==> src/design/ies_pkg.sv <==
// Shared types, state encoding and key helpers for the initiative exchange sorter.
// No dependencies; used by ies_ctrl, ies_datapath and the top level.
`timescale 1ns / 1ps
`default_nettype none

package ies_pkg;

    typedef struct packed {
        logic [7:0]  roll;
        logic [7:0]  modifier;
        logic [15:0] hit_points;
        logic [7:0]  tag;
    } record_t;

    typedef enum logic [3:0] {
        ST_IDLE,
        ST_J_RD,
        ST_J_LD,
        ST_I_RD,
        ST_I_CMP,
        ST_J_WB,
        ST_E_RD,
        ST_E_LD,
        ST_E_OUT
    } state_t;

    typedef struct packed {
        logic load;
        logic clr_count;
        logic pos_clr;
        logic pos_inc;
        logic i_set;
        logic i_inc;
        logic rd_use_i;
        logic cur_load;
        logic cmp_en;
        logic wb_pos;
        logic out_load;
    } cmd_t;

    typedef struct packed {
        logic j_done;
        logic i_last;
        logic pos_last;
    } status_t;

    function automatic logic signed [9:0] rec_total(record_t r);
        logic signed [9:0] roll_ext;
        logic signed [9:0] mod_ext;
        roll_ext = $signed({2'b00, r.roll});
        mod_ext  = $signed({{2{r.modifier[7]}}, r.modifier});
        return roll_ext + mod_ext;
    endfunction

    function automatic logic rec_better(record_t a, record_t b);
        logic signed [9:0] ta;
        logic signed [9:0] tb;
        ta = rec_total(a);
        tb = rec_total(b);
        return (ta > tb) || ((ta == tb) && (a.roll > b.roll));
    endfunction

endpackage

`default_nettype wire

==> src/design/initiative_exchange_sorter_top.sv <==
// Initiative exchange sorter: collects records, exchange-sorts them by roll plus modifier.
// Top level; depends on ies_pkg, ies_ctrl and ies_datapath.
//
// Usage:
//   Input channel s_*: one record per transfer (roll, modifier, hit points, tag,
//   final_item). Records beyond CAPACITY are dropped; a final item still closes the set.
//   Loading accepts a record on every clock; s_ready is high only while collecting.
//   On the final transfer the block sorts the n held records in place in its
//   record memory (one read port, one write port): for each outer position it
//   holds that record, exchanges it with each later record that ranks higher,
//   and writes the held record back. Result channel m_*: the n records in sorted
//   order with their total, the last one flagged by m_end_of_run. Each result
//   passes through a memory read and an output register load before m_valid is
//   raised, and holds while m_ready is low; input is refused until the last result
//   transfers, after which a new, empty set begins.
//   Reset (aresetn low, synchronous) empties the set and returns to collecting.
`timescale 1ns / 1ps
`default_nettype none

module initiative_exchange_sorter_top #(
    parameter int CAPACITY = 64
) (
    input  wire logic               aclk,
    input  wire logic               aresetn,
    input  wire logic               s_valid,
    output logic                    s_ready,
    input  wire logic [7:0]         s_roll,
    input  wire logic signed [7:0]  s_modifier,
    input  wire logic signed [15:0] s_hit_points,
    input  wire logic [7:0]         s_tag,
    input  wire logic               s_final_item,
    output logic                    m_valid,
    input  wire logic               m_ready,
    output logic [7:0]              m_out_roll,
    output logic signed [7:0]       m_out_modifier,
    output logic signed [15:0]      m_out_hit_points,
    output logic [7:0]              m_out_tag,
    output logic signed [9:0]       m_total,
    output logic                    m_end_of_run
);

    ies_pkg::cmd_t    cmd;
    ies_pkg::status_t status;

    ies_ctrl u_ctrl (
        .aclk         (aclk),
        .aresetn      (aresetn),
        .s_valid      (s_valid),
        .s_final_item (s_final_item),
        .s_ready      (s_ready),
        .m_valid      (m_valid),
        .m_ready      (m_ready),
        .status       (status),
        .cmd          (cmd)
    );

    ies_datapath #(
        .CAPACITY (CAPACITY)
    ) u_datapath (
        .aclk             (aclk),
        .aresetn          (aresetn),
        .cmd              (cmd),
        .status           (status),
        .s_roll           (s_roll),
        .s_modifier       (s_modifier),
        .s_hit_points     (s_hit_points),
        .s_tag            (s_tag),
        .m_out_roll       (m_out_roll),
        .m_out_modifier   (m_out_modifier),
        .m_out_hit_points (m_out_hit_points),
        .m_out_tag        (m_out_tag),
        .m_total          (m_total),
        .m_end_of_run     (m_end_of_run)
    );

endmodule

`default_nettype wire

==> src/design/ies_ctrl.sv <==
// Controller for the initiative exchange sorter: load, sort and emit sequencing.
// Depends on ies_pkg; drives ies_datapath through cmd_t and reads status_t.
`timescale 1ns / 1ps
`default_nettype none

module ies_ctrl (
    input  wire logic             aclk,
    input  wire logic             aresetn,
    input  wire logic             s_valid,
    input  wire logic             s_final_item,
    output logic                  s_ready,
    output logic                  m_valid,
    input  wire logic             m_ready,
    input  ies_pkg::status_t      status,
    output ies_pkg::cmd_t         cmd
);

    ies_pkg::state_t state_reg;
    ies_pkg::state_t state_next;

    always_ff @(posedge aclk) begin
        if (!aresetn) begin
            state_reg <= ies_pkg::ST_IDLE;
        end else begin
            state_reg <= state_next;
        end
    end

    always_comb begin
        state_next = state_reg;
        unique case (state_reg)
            ies_pkg::ST_IDLE: begin
                if (s_valid && s_final_item) begin
                    state_next = ies_pkg::ST_J_RD;
                end
            end
            ies_pkg::ST_J_RD: begin
                state_next = status.j_done ? ies_pkg::ST_E_RD : ies_pkg::ST_J_LD;
            end
            ies_pkg::ST_J_LD:  state_next = ies_pkg::ST_I_RD;
            ies_pkg::ST_I_RD:  state_next = ies_pkg::ST_I_CMP;
            ies_pkg::ST_I_CMP: begin
                state_next = status.i_last ? ies_pkg::ST_J_WB : ies_pkg::ST_I_RD;
            end
            ies_pkg::ST_J_WB:  state_next = ies_pkg::ST_J_RD;
            ies_pkg::ST_E_RD:  state_next = ies_pkg::ST_E_LD;
            ies_pkg::ST_E_LD:  state_next = ies_pkg::ST_E_OUT;
            ies_pkg::ST_E_OUT: begin
                if (m_ready) begin
                    state_next = status.pos_last ? ies_pkg::ST_IDLE : ies_pkg::ST_E_RD;
                end
            end
            default: state_next = ies_pkg::ST_IDLE;
        endcase
    end

    always_comb begin
        cmd     = '0;
        s_ready = 1'b0;
        m_valid = 1'b0;
        unique case (state_reg)
            ies_pkg::ST_IDLE: begin
                s_ready     = 1'b1;
                cmd.load    = s_valid;
                cmd.pos_clr = s_valid && s_final_item;
            end
            ies_pkg::ST_J_RD: begin
                cmd.pos_clr = status.j_done;
            end
            ies_pkg::ST_J_LD: begin
                cmd.cur_load = 1'b1;
                cmd.i_set    = 1'b1;
            end
            ies_pkg::ST_I_RD: begin
                cmd.rd_use_i = 1'b1;
            end
            ies_pkg::ST_I_CMP: begin
                cmd.cmp_en = 1'b1;
                cmd.i_inc  = !status.i_last;
            end
            ies_pkg::ST_J_WB: begin
                cmd.wb_pos  = 1'b1;
                cmd.pos_inc = 1'b1;
            end
            ies_pkg::ST_E_RD: begin
            end
            ies_pkg::ST_E_LD: begin
                cmd.out_load = 1'b1;
            end
            ies_pkg::ST_E_OUT: begin
                m_valid       = 1'b1;
                cmd.pos_inc   = m_ready && !status.pos_last;
                cmd.clr_count = m_ready && status.pos_last;
            end
            default: begin
            end
        endcase
    end

endmodule

`default_nettype wire

==> src/design/ies_datapath.sv <==
// Datapath for the initiative exchange sorter: record memory, counters, compare, output register.
// Depends on ies_pkg; commanded by ies_ctrl.
`timescale 1ns / 1ps
`default_nettype none

module ies_datapath #(
    parameter int CAPACITY = 64
) (
    input  wire logic               aclk,
    input  wire logic               aresetn,
    input  ies_pkg::cmd_t           cmd,
    output ies_pkg::status_t        status,
    input  wire logic [7:0]         s_roll,
    input  wire logic signed [7:0]  s_modifier,
    input  wire logic signed [15:0] s_hit_points,
    input  wire logic [7:0]         s_tag,
    output logic [7:0]              m_out_roll,
    output logic signed [7:0]       m_out_modifier,
    output logic signed [15:0]      m_out_hit_points,
    output logic [7:0]              m_out_tag,
    output logic signed [9:0]       m_total,
    output logic                    m_end_of_run
);

    localparam int IW = $clog2(CAPACITY);
    localparam int CW = $clog2(CAPACITY + 1);

    ies_pkg::record_t mem [CAPACITY];

    ies_pkg::record_t rdata_reg;
    ies_pkg::record_t cur_reg;
    ies_pkg::record_t out_reg;
    logic signed [9:0] total_reg;
    logic              last_reg;

    logic [CW-1:0] count_reg;
    logic [IW-1:0] pos_reg;
    logic [IW-1:0] i_reg;

    logic              full;
    logic              swap;
    logic              we;
    logic [IW-1:0]     waddr;
    ies_pkg::record_t  wdata;
    ies_pkg::record_t  in_rec;
    logic [IW-1:0]     raddr;

    assign in_rec = '{roll: s_roll, modifier: s_modifier,
                      hit_points: s_hit_points, tag: s_tag};
    assign full   = (count_reg == CW'(CAPACITY));
    assign swap   = ies_pkg::rec_better(rdata_reg, cur_reg);
    assign raddr  = cmd.rd_use_i ? i_reg : pos_reg;

    assign status.j_done   = ((CW'(pos_reg) + CW'(1)) >= count_reg);
    assign status.i_last   = ((CW'(i_reg) + CW'(1)) == count_reg);
    assign status.pos_last = ((CW'(pos_reg) + CW'(1)) == count_reg);

    always_comb begin
        we    = 1'b0;
        waddr = pos_reg;
        wdata = cur_reg;
        if (cmd.load && !full) begin
            we    = 1'b1;
            waddr = count_reg[IW-1:0];
            wdata = in_rec;
        end else if (cmd.cmp_en && swap) begin
            we    = 1'b1;
            waddr = i_reg;
        end else if (cmd.wb_pos) begin
            we    = 1'b1;
        end
    end

    always_ff @(posedge aclk) begin
        if (we) begin
            mem[waddr] <= wdata;
        end
        rdata_reg <= mem[raddr];
    end

    always_ff @(posedge aclk) begin
        if (!aresetn) begin
            count_reg <= '0;
            pos_reg   <= '0;
            i_reg     <= '0;
        end else begin
            if (cmd.clr_count) begin
                count_reg <= '0;
            end else if (cmd.load && !full) begin
                count_reg <= count_reg + CW'(1);
            end
            if (cmd.pos_clr) begin
                pos_reg <= '0;
            end else if (cmd.pos_inc) begin
                pos_reg <= pos_reg + IW'(1);
            end
            if (cmd.i_set) begin
                i_reg <= pos_reg + IW'(1);
            end else if (cmd.i_inc) begin
                i_reg <= i_reg + IW'(1);
            end
        end
    end

    always_ff @(posedge aclk) begin
        if (cmd.cur_load) begin
            cur_reg <= rdata_reg;
        end else if (cmd.cmp_en && swap) begin
            cur_reg <= rdata_reg;
        end
        if (cmd.out_load) begin
            out_reg   <= rdata_reg;
            total_reg <= ies_pkg::rec_total(rdata_reg);
            last_reg  <= status.pos_last;
        end
    end

    assign m_out_roll       = out_reg.roll;
    assign m_out_modifier   = $signed(out_reg.modifier);
    assign m_out_hit_points = $signed(out_reg.hit_points);
    assign m_out_tag        = out_reg.tag;
    assign m_total          = total_reg;
    assign m_end_of_run     = last_reg;

endmodule

`default_nettype wire

==> config.mk <==
export PLATFORM = sky130hd
export DESIGN_NAME = initiative_exchange_sorter_top
export DESIGN_NICKNAME = d
export VERILOG_FILES = /design/src/design/ies_pkg.sv /design/src/design/initiative_exchange_sorter_top.sv /design/src/design/ies_ctrl.sv /design/src/design/ies_datapath.sv
export SDC_FILE = /design/constraint.sdc
export NUM_CORES = 2
export LEC_CHECK = 0
export BUFFER_PORTS_ARGS = -buffer_cell sky130_fd_sc_hd__buf_4
export CORE_MARGIN = 8
export CORE_UTILIZATION = 47
export DETAILED_ROUTE_END_ITERATION = 10
export GPL_TIMING_DRIVEN = 0
export RECOVER_POWER = 50
export SLEW_MARGIN = 40
export SYNTH_ARGS = -nofsm -noshare
export SYNTH_HDL_FRONTEND = slang
export SYNTH_HIERARCHICAL = 1
export SYNTH_SLANG_ARGS = --single-unit
==> constraint.sdc <==
create_clock -name aclk -period 14.3 [get_ports aclk]
set_clock_uncertainty 0.1 [all_clocks]
set_input_delay 2.86 -clock aclk [delete_from_list [all_inputs] [get_ports aclk]]
set_output_delay 2.86 -clock aclk [all_outputs]
set_load 0.05 [all_outputs]
==> impl_metrics.json <==
{
  "cts-htree-levels": 5,
  "design.core.area_um2": 224000,
  "synthTopCellsByArea": "edfxtp_1 76%, mux4_2 14%, a211oi_1 1.4%",
  "ant_nets": 0,
  "p_comb_frac": 0.038,
  "tightest_slew_ns": 4.14,
  "gp_congestion": 0.954,
  "fmax_mhz": 116,
  "cp.arrival_ns": 8.59,
  "start_util": 0.471,
  "seqPwrFrac": 0.525,
  "final_net_count": 5735,
  "fin_crit_sh": 0.601,
  "setup_viol": 0,
  "clk_transition_reported_paths_ns": 0.06,
  "area_growth_pct": 17.8,
  "drt_iter0_drc": 7323,
  "preCtsSetupSlack_ns": 7.00,
  "vdd_ir_drop_max_mv": 0.106,
  "syn_inst": 5037,
  "place_hpwl_mm": 205,
  "cts_resized": 0,
  "slew_headroom": -1.76,
  "wl_mm": 302,
  "syn-cell-area_um2": 105000,
  "yosys.area.top_type": "edfxtp_1",
  "switching_share": 0.209,
  "drc_errors": 0,
  "layout-drive-gt1-share": 0.272,
  "ys_seq_elements": 2714,
  "clock_latency_ns": 0.95,
  "crit_path_end_kind": "flop",
  "post-route-min-period_ns": 8.59,
  "rows": 174,
  "firstDrtPassIters": 5,
  "cts.sink_count": 2714,
  "power_uw": 17100,
  "p_switching_uw": 3580,
  "hold_violations": 0,
  "grtUsageTotal": 0.249,
  "power_frac_clock": 0.437,
  "largest_register_ffs": 2560,
  "violations": "capacitance limit, slew limit",
  "num_vias": 54800,
  "status": "finished, violations left",
  "synth_top_area_share": 0.755,
  "critPathRequiredTime_ns": 14.29,
  "yosysWarnings": 6,
  "die_w_um": 489,
  "clockRootBuffer": "clkbuf_16",
  "crit_fanout": 64,
  "ys_dominant_reg_cell": "edfxtp_1",
  "holdBufCountCts": 0,
  "finalMaxSlewViolations": 2434,
  "grt_max_degree": 65,
  "leakage_uw": 0.0400,
  "drt-vias-per-instance": 6.18,
  "pin_count": 98,
  "final_cell_area_um2": 124000,
  "rsz0062_at_grt": "false",
  "die-area_um2": 240000,
  "numPortBuffers": 97,
  "synth-seq-area-share": 0.767,
  "post_cts_buffers": 0,
  "synth_edf_count": 2651,
  "avgSynthCellArea_um2": 20.9,
  "synth_fp_nets": 5131,
  "antenna_found_initial": 18,
  "p_int_uw": 13500,
  "critPathKind": "in2reg",
  "cts_buffers": 294,
  "grt-ovfl-total": 0,
  "grt_pass1_vias": 54800,
  "place_area_um2": 115000,
  "tns_ns": 0,
  "synthArstFlopShare": 0,
  "die_h_um": 489,
  "hold_class": "reg2reg",
  "cts_tree": "built",
  "p_per_area_nw_per_um2": 138,
  "synthDistinctLibCells": 61,
  "routedWlPerCell_um": 34.1,
  "grt_pass1_wl_mm": 420,
  "maxCapViolCount": 43,
  "setup_slack_ns": 5.71,
  "cts_max_path_buffers": 4,
  "worstSetupStartpointType": "input pin"
}
==> worst paths after layout <==
kind                                               start                        endpoint  slack [ns]  cells after the start
worst max register to register  u_datapath/rdata_reg[33]          u_datapath/mem[33][27]        6.23                     19
worst max-delay path                             s_valid           u_datapath/mem[1][19]        5.71                      8
worst min-delay path            u_datapath/rdata_reg[15]  u_datapath/m_out_hit_points[7]        0.33                      0
worst min register to register  u_datapath/rdata_reg[15]  u_datapath/m_out_hit_points[7]        0.33                      0
==> logic make-up after synthesis <==
logic type,share of synthesized area
simple gates,0.0313
xor+xnor,0.00349
fa+ha+maj,0.00596
flops,0.767
compound gates,0.0346
buf+inv,0.0148
mux,0.142
==> cells in the final DEF (no fill, tap or decap), types with 22 or more instances in the layout <==
cell,n
xnor2_1,22
nor2_4,64
mux2_1,39
dfxtp_1,63
nor2_1,34
a31oi_1,73
clkbuf_16,302
and2_1,157
mux4_2,640
clkinv_1,57
a211oi_2,22
bufinv_16,31
buf_2,69
buf_4,95
a311oi_1,61
inv_1,28
o21ai_0,22
clkbuf_1,252
buf_8,91
clkinv_2,47
nand2_1,353
edfxtp_1,2651
a21oi_1,102
buf_16,90
a211oi_1,156
ha_1,47
==> final cells by class <==
cell class	count	area (µm²)
Multi-Input combinational cell	2000	24000
Clock inverter	158	1580
Timing Repair Buffer	308	4580
Sequential cell	2714	80900
Inverter	29	109
Tap cell	2992	3740
Clock buffer	352	7780
Buffer	294	1470
Fill cell	16900	99700
Antenna cell	9	22.5
==> power groups by stage <==
stage	sequential (µW)	combinational, µW	clock, µW
after floorplan	9090	280	0
after global placement	9120	566	0
after detailed placement	9100	674	0
after CTS	8930	675	7570
after global routing	8960	669	7850
final	8960	644	7470
==> critical path, stage by stage <==
cell and delay (ns):
clkbuf_1 0.09, and2_0 0.18, o31ai_1 0.26, clkbuf_1 0.41, clkbuf_1 0.81, clkbuf_1 0.67, mux2_8 0.30, clkbuf_1 2.85
==> cells in the mapped netlist (all sizes together), types with 9 or more instances <==
master	count
a211oi	196
a21oi	104
a311oi	82
a31oi	80
and2	158
buf	143
clkbuf	151
dfxtp	63
edfxtp	2651
ha	47
inv	29
mux2	44
mux4	640
nand2	353
nand2b	9
nand3	18
nand3b	10
nor2	100
nor2b	12
o21ai	23
xnor2	22
xor2	20
==> layer usage <==
metal / vias up / share of wire / track usage
li1: 22200 / - / -
met1: 29300 / 0.39 / 0.339
met2: 2747 / 0.47 / 0.388
met4: 0 / 0.052 / 0.110
met3: 535 / 0.095 / 0.0585
met5: - / 0 / 0
==> stage by stage <==
step           utilization  hold WS (ns)  std cells
2_1_floorplan            -         0.304       5037
3_3_place_gp         0.491         0.311       8126
3_5_place_dp         0.516         0.317       8331
4_1_cts              0.558         0.325       8841
5_1_grt              0.555         0.330       8852
6_report             0.555         0.325       8856
Note: power is estimated with default switching activity, not from simulation.
